[config.mk]
export PLATFORM = sky130hd
export DESIGN_NAME = mec_front
export DESIGN_NICKNAME = d
export VERILOG_FILES = /design/src/hw/rtl/mec_pkg.sv /design/src/hw/rtl/mec_front.sv
export SDC_FILE = /design/constraint.sdc
export NUM_CORES = 1
export LEC_CHECK = 0
export BUFFER_PORTS_ARGS = -buffer_cell sky130_fd_sc_hd__buf_2
export CORE_AREA = 5 5 64 66
export DETAILED_ROUTE_END_ITERATION = 7
export DIE_AREA = 0 0 69 71
export PLACE_DENSITY = 0.77
export SLEW_MARGIN = 10
export SYNTH_ARGS = -nofsm -noshare
export SYNTH_HDL_FRONTEND = slang
export SYNTH_SLANG_ARGS = --single-unit
[constraint.sdc]
create_clock -name vclk -period 0.8
set_input_delay 0.12 -clock vclk [all_inputs]
set_output_delay 0.12 -clock vclk [all_outputs]
set_load 0.1 [all_outputs]
[src/hw/rtl/mec_pkg.sv]
// ----------------------------------------------------------------------------
// mec_pkg
// shared constants for the mandelbrot escape counter
// ----------------------------------------------------------------------------
package mec_pkg;

    localparam int C_W         = 32;   // width of c_re / c_im
    localparam int CFG_W       = 16;   // width of max_count
    localparam int RES_W       = 16;   // width of escape_count
    localparam int QUEUE_DEPTH = 2;    // depth of the request and result queues

    localparam logic [CFG_W-1:0] MAX_COUNT_RST = 16'd255;

endpackage

[src/hw/rtl/mec_front.sv]
// ----------------------------------------------------------------------------
// mec_front
// request front end: clamps the start point into z range and the limit
// ----------------------------------------------------------------------------
module mec_front #(
    parameter int FRAC_BITS  = 28,
    parameter int COUNT_BITS = 16
) (
    input  logic signed [mec_pkg::C_W-1:0]   i_c_re,
    input  logic signed [mec_pkg::C_W-1:0]   i_c_im,
    input  logic        [mec_pkg::CFG_W-1:0] i_max_count,
    output logic signed [FRAC_BITS+7:0]      o_zr0,
    output logic signed [FRAC_BITS+7:0]      o_zi0,
    output logic        [COUNT_BITS-1:0]     o_limit
);

    localparam int ZW = FRAC_BITS + 8;
    localparam int FW = (ZW + 1 > mec_pkg::C_W + 1) ? ZW + 1 : mec_pkg::C_W + 1;
    localparam logic [FW-1:0] ZMAX_U = (FW'(1) << (ZW - 1)) - FW'(1);
    localparam logic [31:0]   CAP    = 32'((64'(1) << COUNT_BITS) - 64'(1));

    logic signed [FW-1:0] ext_re;
    logic signed [FW-1:0] ext_im;
    logic [31:0]          max32;

    function automatic logic [ZW-1:0] sat_z(input logic signed [FW-1:0] v);
        if (v > $signed(ZMAX_U)) begin
            return ZW'(ZMAX_U);
        end else if (v < $signed(~ZMAX_U)) begin
            return ZW'(~ZMAX_U);
        end else begin
            return ZW'(v);
        end
    endfunction

    always_comb begin
        ext_re  = FW'(i_c_re);
        ext_im  = FW'(i_c_im);
        o_zr0   = sat_z(ext_re);
        o_zi0   = sat_z(ext_im);
        max32   = 32'(i_max_count);
        o_limit = (max32 > CAP) ? CAP[COUNT_BITS-1:0] : max32[COUNT_BITS-1:0];
    end

endmodule

Word-level counts from Yosys, hierarchy flattened --
Index checks and enable logic that the tools add are counted.
Storage, ports and cells: input bits 80, flip-flop bits (word level) 0, logic and storage cells 8
Cells by class: mux-type cells 4, order comparisons 4
Operators with widths (number):
- $mux 36 | 4
- $gt 32x36->1 const B | 2
- $lt 32x36->1 const B | 2

Depth between registers and ports, before layout --
Gate-level depths: netlist (run 1).
word-level depth 3, mapped depth 1, gate-level depth less buffers 0

Least setup slack after synthesis (run 1) --
No wires, ideal clock.
path kind input -> output, start input i_c_im[31] (netlist bit), end output o_zi0[35], setup slack -0.267 ns, data arrival time 0.947 ns, stages on the path 1, buffers on the path 1, path through clkbuf_1
On the way: longest elaborated chain between the ends 3, elaborated cells on any way between the ends 4
Ends and longest elaborated chain:
- from (decl) | line mec_front.sv:10 | input logic signed [mec_pkg::C_W-1:0] i_c_im,
- $lt 32x36->1 | line mec_front.sv:29 | end else if (v < $signed(~ZMAX_U)) begin
- $mux 36 | line mec_front.sv:29
- $mux 36 (*) | line mec_front.sv:27 | if (v > $signed(ZMAX_U)) begin
- to (decl) | line mec_front.sv:13 | output logic signed [FRAC_BITS+7:0] o_zi0,
Mark *: on every way between the ends. The rest lies on a longest branch, timed or not.

Final worst setup path (run 1) --
start input i_c_re[31] (netlist bit), end output o_zr0[31]
On the way: longest elaborated chain between the ends 3, elaborated cells on any way between the ends 4
Ends and longest elaborated chain:
- from (decl) | line mec_front.sv:9 | input logic signed [mec_pkg::C_W-1:0] i_c_re,
- $lt 32x36->1 | line mec_front.sv:29
- $mux 36 | line mec_front.sv:29
- $mux 36 (*) | line mec_front.sv:27
- to (decl) | line mec_front.sv:12 | output logic signed [FRAC_BITS+7:0] o_zr0,
Marked as above.

==> flow_metrics.tcl, run 1 <==
set metrics [dict create \
    fp.dieH_um 71 \
    synthXorXnorAreaFrac_pct 0 \
    multiInputGateArea_um2 0 \
    min_to "o_limit[15]" \
    synth_cells 88 \
    synth_fa_ha_area_share_pct 0 \
    cts_hold_buf 0 \
    grtUsageTotal_pct 4.05 \
    area.growth.synth_to_final_pct -90.8 \
    grt_max_degree 6 \
    synth_area_per_cell_um2 7.42 \
    grt_pass1_wl_um 1410 \
    clkbuf_count 0 \
    vias 121 \
    hp-class "in2out" \
    grt_pass1_vias 148 \
    initial_core_util_pct 18.5 \
    nMultiInputCombCells 0 \
    core_area_um2 3520 \
    fmax_ghz 4.02 \
    final.setup.tns_ns 0 \
    seq_cells 0 \
    antenna_found_initial 0 \
    postRouteAntennaNets 0 \
    finalCritPeriodShare_pct 31.1 \
    synth_cell_types 2 \
    worst-setup-path-type "in2out" \
    start_kind "primary input" \
    period_needed_ns 0.249 \
    hold_viol 0 \
    status "completed" \
    crit_cells 0 \
    ios 168 \
    viasPerCell 2.52 \
    rsz0062_at_grt "no" \
    antennaDiodeCount 0 \
    synth_compound_area_share_pct 0 \
    worst_ep_required_time_ns 0.68 \
    seqCellArea_um2 0 \
    dieArea_um2 4900 \
    cp.arrival_ns 0.13 \
    wl_per_cell_um 25.1 \
    gr-total-overflow 0 \
    drtIter0Drc 3 \
    synth_top_family_by_area "buffers and inverters" \
    ys_warn_count 0 \
    dr.pass1.iters 2 \
    numPortBuffers 0 \
    rows 22 \
    cts_resized 0 \
    synthMuxAreaShare_pct 0 \
    drc 0 \
    netlist_area_um2 653 \
    postCtsSetupBuffers 0 \
    seq_area_frac_synth_pct 0 \
    path_max_fanout 5 \
    synth_simple_gate_area_share_pct 0 \
    setup_viol 0 \
    min_delay_path_depth 0 \
    final_nets 82 \
    end_kind "output port" \
    die_width_um 69 \
    maxSlewViolCount 0 \
    drt_wl_total_um 1200 \
    cap_viol_max_count 0 \
    hp-start "i_max_count[15]" \
    syn-num-nets 168 \
]
## worst max path at each step
stage	from	to	slack, ns
6_report	i_c_re[31]	o_zr0[31]	0.55
5_1_grt	i_c_re[31]	o_zr0[35]	0.55
4_1_cts	i_c_re[31]	o_zr0[31]	0.55
3_5_place_dp	i_c_re[31]	o_zr0[31]	0.55
3_3_place_gp	i_c_re[31]	o_zr0[31]	0.55
2_1_floorplan	i_c_im[31]	o_zi0[35]	0.13
## cell usage after synthesis
library cell   n  share of area, %
clkbuf_1       2               1.1
buf_4         86                99
## metal layers
metal | vias to the layer above | global-route usage [%] | routed length [µm]
met1 | 24 | 0 | 40
met4 | 0 | 9.76 | 274
met3 | 39 | 8.66 | 530
met2 | 58 | 3.39 | 358
met5 | - | 0 | 0
li1 | 0 | - | -
## cell type report
cell class | count | area [µm²]
Fill cell | 446 | 3460
Tap cell | 48 | 60.1
## stage by stage
| step | utilization, % | std cells | setup slack (ns) | hold WS, ns | cell area [µm²] |
|---|---|---|---|---|---|
| 4_1_cts | 1.70 | 48 | 0.547 | 0.241 | 60.1 |
| 6_report | 1.70 | 48 | 0.551 | 0.240 | 60.1 |
| 5_1_grt | 1.70 | 48 | 0.552 | 0.240 | 60.1 |
| 2_1_floorplan | - | 88 | 0.132 | 0.452 | 656 |
| 3_5_place_dp | 1.70 | 48 | 0.547 | 0.241 | 60.1 |
| 3_3_place_gp | 1.70 | 48 | 0.547 | 0.241 | 60.1 |
## kinds of logic after synthesis
family / count (synthesis)
buffers and inverters: 88
==> run 2, diff against run 1 <==
- CORE_AREA: 5 5 64 66 -> 5 5 63 65
- DIE_AREA: 0 0 69 71 -> 0 0 68 70
- PLACE_DENSITY: 0.77 -> 0.76
==> run 2 against run 1 <==
Worst hold slack about the same. Die area down 2.8%. Critical path type unchanged. Maximum frequency up 2.2%. Flip-flop and latch count unchanged. Utilization about the same.
==> flow_metrics.tcl, run 2 (synthesized netlist as in run 1, its figures left out) <==
set metrics [dict create \
    dr.pass1.iters 2 \
    finalCritPeriodShare_pct 30.4 \
    grt.met2_usage_pct 1.28 \
    rows 21 \
    grtUsageTotal_pct 3.12 \
    die_width_um 68 \
    status "completed" \
    core_area_um2 3280 \
    area.growth.synth_to_final_pct -91.2 \
    cap_viol_max_count 0 \
    numPortBuffers 0 \
    seqCellArea_um2 0 \
    met3_usage_pct 6.09 \
    wl_per_cell_um 20.6 \
    ios 168 \
    cp.arrival_ns 0.12 \
    cts_hold_buf 0 \
    nMultiInputCombCells 0 \
    period_needed_ns 0.244 \
    worst_ep_required_time_ns 0.68 \
    grt_pass1_wl_um 1080 \
    met1_usage_pct 0 \
    viasPerCell 2.89 \
    top_usage_layer "met4" \
    grt_max_degree 6 \
    final_nets 82 \
    cts_resized 0 \
    antennaDiodeCount 0 \
    multiInputGateArea_um2 0 \
    grt_pass1_vias 153 \
    design_area_um2 57.6 \
    initial_core_util_pct 19.9 \
    fp.dieH_um 70 \
    postRouteAntennaNets 0 \
    dieArea_um2 4760 \
    path_max_fanout 1 \
    maxSlewViolCount 0 \
    worst-setup-path-type "in2out" \
    seq_cells 0 \
    rsz0062_at_grt "no" \
    hp-class "in2out" \
    clkbuf_count 0 \
    fmax_ghz 4.11 \
    gr-total-overflow 0 \
    drc 0 \
    drtIter0Drc 1 \
    start_kind "primary input" \
    final.setup.tns_ns 0 \
    drt_wl_total_um 949 \
    placed_cell_area_um2 57.6 \
    vias 133 \
    setup_viol 0 \
    postCtsSetupBuffers 0 \
    antenna_found_initial 0 \
    end_kind "output port" \
    hold_viol 0 \
]
run 2: stage by stage:
step	worst slack [ns]	instances	hold slack [ns]	utilization [%]
6_report	0.556	46	0.240	1.75
5_1_grt	0.557	46	0.240	1.75
4_1_cts	0.555	46	0.241	1.75
3_5_place_dp	0.555	46	0.241	1.75
3_3_place_gp	0.555	46	0.241	1.75
2_1_floorplan	0.132	88	0.452	-
run 2: final cells by class:
class      count  area, µm²
Fill cell    393       3230
Tap cell      46       57.6
run 2: path summary, 6_finish.rpt:
kind  cells after the start  slack [ns]         to       start
min                       0        0.24  o_zi0[13]  i_c_im[13]
max                       0        0.56  o_zr0[28]  i_c_re[28]
run 2: layer usage:
metal  vias up  wire length, µm
met1        28               43
met5         -                0
met2        54              207
li1          0                -
met3        51              413
met4         0              284
