$ cat src/hw/rtl/mec_pkg.sv
// ----------------------------------------------------------------------------
// mec_pkg
// shared constants for the mandelbrot escape counter
// ----------------------------------------------------------------------------
package mec_pkg;

    localparam int C_W         = 32;   // width of c_re / c_im
    localparam int CFG_W       = 16;   // width of max_count
    localparam int RES_W       = 16;   // width of escape_count
    localparam int QUEUE_DEPTH = 2;    // depth of the request and result queues

    localparam logic [CFG_W-1:0] MAX_COUNT_RST = 16'd255;

endpackage

$ cat src/hw/rtl/mec_queue.sv
// ----------------------------------------------------------------------------
// mec_queue
// small first-in first-out queue used between the stages of the block
// ----------------------------------------------------------------------------
module mec_queue #(
    parameter int WIDTH = 16
) (
    input  logic             i_clk,
    input  logic             i_rst_n,
    input  logic             i_push,
    input  logic [WIDTH-1:0] i_data,
    output logic             o_full,
    input  logic             i_pop,
    output logic [WIDTH-1:0] o_data,
    output logic             o_empty
);

    localparam int AW = $clog2(mec_pkg::QUEUE_DEPTH);

    logic [WIDTH-1:0] r_mem [mec_pkg::QUEUE_DEPTH];
    logic [AW-1:0]    r_wr;
    logic [AW-1:0]    r_rd;
    logic [AW:0]      r_cnt;
    logic             do_push;
    logic             do_pop;

    assign o_full  = (r_cnt == (AW+1)'(mec_pkg::QUEUE_DEPTH));
    assign o_empty = (r_cnt == '0);
    assign do_push = i_push && !o_full;
    assign do_pop  = i_pop && !o_empty;
    assign o_data  = r_mem[r_rd];

    always_ff @(posedge i_clk) begin
        if (!i_rst_n) begin
            r_wr  <= '0;
            r_rd  <= '0;
            r_cnt <= '0;
        end else begin
            if (do_push) begin
                r_wr <= r_wr + 1'b1;
            end
            if (do_pop) begin
                r_rd <= r_rd + 1'b1;
            end
            case ({do_push, do_pop})
                2'b10:   r_cnt <= r_cnt + 1'b1;
                2'b01:   r_cnt <= r_cnt - 1'b1;
                default: r_cnt <= r_cnt;
            endcase
        end
    end

    always_ff @(posedge i_clk) begin
        if (do_push) begin
            r_mem[r_wr] <= i_data;
        end
    end

endmodule

$ cat config.mk
export PLATFORM = sky130hd
export DESIGN_NAME = mec_queue
export DESIGN_NICKNAME = d
export VERILOG_FILES = /design/src/hw/rtl/mec_pkg.sv /design/src/hw/rtl/mec_queue.sv
export SDC_FILE = /design/constraint.sdc
export NUM_CORES = 1
export LEC_CHECK = 0
export BUFFER_PORTS_ARGS = -buffer_cell sky130_fd_sc_hd__buf_2
export CORE_ASPECT_RATIO = 2
export CORE_MARGIN = 4
export CORE_UTILIZATION = 50
export CTS_CLUSTER_DIAMETER = 80
export DETAILED_ROUTE_END_ITERATION = 8
export HOLD_SLACK_MARGIN = 0.15
export PLACE_DENSITY = 0.77
export SETUP_SLACK_MARGIN = 0.15
export SKIP_LAST_GASP = 1
export SYNTH_ARGS = -nofsm -noshare
export SYNTH_HDL_FRONTEND = slang
export SYNTH_SLANG_ARGS = --single-unit
$ cat constraint.sdc
create_clock -name i_clk -period 1.8 [get_ports i_clk]
set_clock_uncertainty 0.05 [all_clocks]
set_input_delay 0.18 -clock i_clk [delete_from_list [all_inputs] [get_ports i_clk]]
set_output_delay 0.18 -clock i_clk [all_outputs]
set_load 0.01 [all_outputs]
### After elaboration in Yosys (flattened, before gate mapping)

Memory sizes are Yosys's and may differ from the RTL's. A register that Yosys moved wholly into a read port is not among the register bits.
Cells that the tools add are included.

| storage, ports and cells | value |
|---|---|
| output and inout bits | 18 |
| RAM bits | 32 |
| register bits after elaboration | 4 |
| memories | 1 |
| input bits | 20 |

Memory list:

| name | depth | width | read ports | clocked after Yosys merged registers in | wr ports | RTL line | RTL |
|---|---|---|---|---|---|---|---|
| r_mem | 2 | 16 | 1 | 1 | 1 | mec_queue.sv:20 | `logic [WIDTH-1:0] r_mem [mec_pkg::QUEUE_DEPTH];` |

| operators by class | value |
|---|---|
| equality and inequality tests | 3 |
| $add $sub $neg | 4 |
| muxes and demuxes | 5 |
| reduce and logical (&&, ||, !) cells | 6 |

Operators by type and width:

| kind | count |
|---|---|
| == test 2 bit (second input constant) | 2 |
| two-way mux 1 bit | 4 |
| case mux 2 bit (2 select lines) | 1 |
| adder 1 bit (second input constant) | 2 |
| adder 2 x 1 -> 2 bit (second input constant) | 1 |
| == test 2 x 1 -> 1 bit (second input constant) | 1 |
| logical AND 1 bit | 2 |
| logical NOT 1 bit | 2 |
| logical NOT 2 bit | 1 |
| nonzero test 2 bit | 1 |
| subtractor 2 x 1 -> 2 bit (second input constant) | 1 |

### Longest topological paths before layout

| logic depth | value |
|---|---|
| word-level depth | 5 |
| mapped depth | 6 |

### Worst setup path before layout

No wires, ideal clock.

| timing | value |
|---|---|
| path kind | register -> register |
| start point | register r_cnt[0] |
| end point | memory r_mem[0][0], enable pin |
| library setup time | 0.364 ns |
| setup slack | 0.133 ns |
| cell stages (with the launch flop) | 5 |
| buffers on the path | 0 |
| period minus slack after synthesis | 1.667 ns |
| arrival time | 1.253 ns |
| required time | 1.386 ns |
| path through | dfxtp_1 > nand2b_2 > inv_2 > or3_1 > inv_1 |

| between the ends | value |
|---|---|
| word-level cells in the longest chain between the ends | 5 |

RTL lines:

| item | RTL line | RTL |
|---|---|---|
| start: declaration | mec_queue.sv:23 | `logic [AW:0] r_cnt;` |
| start signal: assignment | mec_queue.sv:46 | `2'b10: r_cnt <= r_cnt + 1'b1;` |
| start signal: assignment | mec_queue.sv:47 | `2'b01: r_cnt <= r_cnt - 1'b1;` |
| start signal: assignment | mec_queue.sv:48 | `default: r_cnt <= r_cnt;` |
| == test 2 bit | mec_queue.sv:27 | `assign o_full = (r_cnt == (AW+1)'(mec_pkg::QUEUE_DEPTH));` |
| named net o_full | mec_queue.sv:12 | `output logic o_full,` |
| logical NOT 1 bit | mec_queue.sv:29 | `assign do_push = i_push && !o_full;` |
| logical AND 1 bit | mec_queue.sv:29 |  |
| two-way mux 1 bit | mec_queue.sv:54 | `if (do_push) begin` |
| two-way mux 1 bit (not written as such) | mec_queue.sv:55 | `r_mem[r_wr] <= i_data;` |
| end: declaration | mec_queue.sv:20 |  |

The timed path passes the listed nets, and every way through them passes these cells.

==> run summary <==
Die Y -> 82.50 µm
Routability cong. -> 0.6770
Num CTS Buffers -> 5
Post-synth top flop -> edfxtp_1
Area share of the largest cell type after synthesis -> 69.25%
Endpoint class of the critical path -> primary output
Worst path cell trace -> buf_4, mux2_2, buf_2
Clock Latency Late Sink -> 280 ps
Crit-path max FO -> 16
Gr usage total -> 17.33%
Post-synthesis cell count -> 76
RSZ-0062 raised after global routing -> false
Clock Path Buffers -> 2
Slew HR -> 85.31%
# H-tree levels -> 2
Clk root buf -> clkbuf_8
Fraction of registers with async set/reset -> 0%
VDD IR max -> 0.001186 V
Peak Freq -> 641.5 MHz
Warnings from Yosys -> 0
Avg Cell Area, Syn -> 18.26 µm²
Clock slew at the register clock pins of the worst setup and hold paths -> 70 ps
Core Region -> 2603 µm²
CTS tree -> yes
Total Neg Setup Slack -> 0 ps
Largest stage delay on the critical path -> 370 ps
DP Area -> 1617 µm²
Max-cap violation count -> 0
Antenna violations before repair -> 0
WHS Endpoint -> r_wr
Routed Antenna Nets -> 0
Ports -> 38
First-pass GRT wire length -> 4388 µm
Drt via density -> 5.113
Yosys cell types -> 18
IO buf count -> 37
Synth area leaders -> edfxtp_1 69%, mux2_2 13%, dfxtp_1 7.2%, xnor2_1 1.9%, a21boi_1 1.1%
Vias -> 859
Worst flop-to-flop path endpoint -> r_mem[0][7]
Sequential area share after synthesis -> 76.47%
Reg-to-reg startpoint -> r_cnt[0]
Critical Path Source Type -> register
Status -> finished clean
Pwr Density -> 1316 nW/µm²
Sink Count -> 37
First-pass DRT Iterations -> 4
Drt wl/cell -> 15.80 µm
# diodes -> 0
Number of global-route vias before repair -> 962
DR iter-0 viols -> 12
Die width -> 45.25 µm
Final wirelength -> 2654 µm
Largest net degree at the start of global routing -> 17
Hold Path Class -> input port to register
Post-DP HPWL -> 1745 µm
R2R depth -> 5
Final instance area -> 1918 µm²
Final setup fails -> 0
Seq cells post-synth -> 37
Crit path DAT -> 1330 ps
Post-synthesis cell area -> 1388 µm²
Final Cycle Share -> 86.61%
EDFF count, synth -> 32
Min cycle time layout -> 1559 ps
Hold path cells -> 4
FILL cells -> 181
Post-route DRC -> 0
Hold Path Origin -> i_push
Syn Nets -> 97
Area grow syn2layout -> 38.23%
Crit Path Class -> register to primary output
Worst path slowest cell -> mux2_2
Grt total ovfl -> 0
Initial Util -> 53.32%
Nets -> 160
Synth area leader -> edfxtp_1
Internal reg-to-reg setup slack -> 260 ps
Die area -> 3733 µm²
P_leak -> 0.0007481 µW
Worst slew pin tran -> 220.3 ps
Fin. max-slew vios -> 0
Number of core rows -> 26
Critical Path RT -> 1570 ps
Final Hold Fails -> 0
Layout cells sized above 1 -> 47.86%
==> per-layer routing <==
layer	GRT usage, %	wire length [µm]	up-vias	part of all wire, %
met3	4.555	149	5	5.6
li1	-	-	408	-
met5	0	0	-	0
met2	32.53	1566	27	59
met1	15.64	866	419	33
met4	9.677	73	0	2.8
==> placed cells by master, fill, tap and decap left out <==
cell type / Yosys / final
a21boi_1: 2 / 2
nand2b_2: 1 / 1
xnor2_1: 3 / 3
edfxtp_1: 32 / 32
buf_4: 0 / 2
dlygate4sd3_1: 0 / 17
or3_1: 2 / 2
ha_1: 1 / 1
mux2_2: 16 / 16
nor2b_1: 2 / 2
inv_2: 1 / 1
o21a_1: 1 / 1
dfxtp_2: 0 / 1
buf_12: 0 / 2
and3_1: 1 / 1
inv_1: 2 / 1
dfxtp_1: 5 / 4
clkinvlp_4: 0 / 1
clkbuf_1: 0 / 2
nand2_1: 1 / 1
clkbuf_8: 0 / 6
buf_2: 2 / 37
nor2_1: 1 / 1
o21ai_0: 2 / 2
and2_1: 1 / 1
==> power breakdown <==
part           internal [µW]  switching [µW]  leakage, µW
Sequential              1100            61.4     0.000341
Clock                    312             255    0.0000455
Combinational            421             379     0.000362
==> worst max-delay path, delay by kind of cell, from the launching register on <==
family	cells	cell delay [ps]
DFF	1	310
buffers and inverters	2	370
muxes	1	370
==> Yosys cell counts (all sizes together) (2+ instances only) <==
master and instances:
a21boi 2, inv 3, dfxtp 5, xnor2 3
edfxtp 32, mux2 16, buf 2, or3 2
o21ai 2, nor2b 2
==> cells by family after synthesis <==
kind of cell | after synthesis | share of synthesized area [%]
mux | 16 | 12.98
simple gates | 9 | 3.877
compound gates | 5 | 2.344
flops | 37 | 76.47
buf+inv | 5 | 1.533
xor+xnor | 3 | 1.894
fa+ha+maj | 1 | 0.9016
==> worst max-delay path by stage <==
stage,start,to,slack [ps],cells past startpoint
after global routing,r_cnt[0],r_cnt[1],170,5
after detailed placement,r_cnt[0],r_mem[0][15],120,4
after floorplan,r_cnt[0],r_mem[0][0],260,4
after CTS,r_cnt[0],r_cnt[1],180,5
after global placement,r_cnt[0],r_mem[0][15],200,4
final,register,o_data[3],240,3
==> metrics by stage <==
step	cells	utilization, %	hold slack, ps	total power, µW	worst slack, ps
final	168	73.70	245.0	2524	241.1
after global routing	168	73.70	284.1	2665	172.4
after CTS	168	73.65	241.9	2543	180.4
after detailed placement	141	62.12	321.5	1897	121.0
after global placement	141	62.12	321.1	1853	202.0
after floorplan	76	-	228.9	1641	255.2
==> flip-flops by register name, summed over array words and instances (netlist names), named ones only <==
signal,flops
r_mem,32
r_wr,1
r_rd,1
r_cnt,2
==> area by class of cell <==
class,count,area [µm²],share of cell area [%]
timing repair buffer,58,410.4,21.40
sequential,37,1062,55.38
tap,28,35.03,1.826
inverter,3,15.01,0.7828
multi-input combinational,34,305.3,15.92
clock buffer,8,90.09,4.697
==> what timing repair did <==
item | 4_1_cts | 5_1_grt
resized for setup | 0 | 1
setup endpoints to repair | 16 | 17
endpoints found under the hold margin | 36 | 0
hold buffers | 17 | 0
buffers inserted | 2 | 0
No activity file was read; power rests on OpenSTA's default activity.
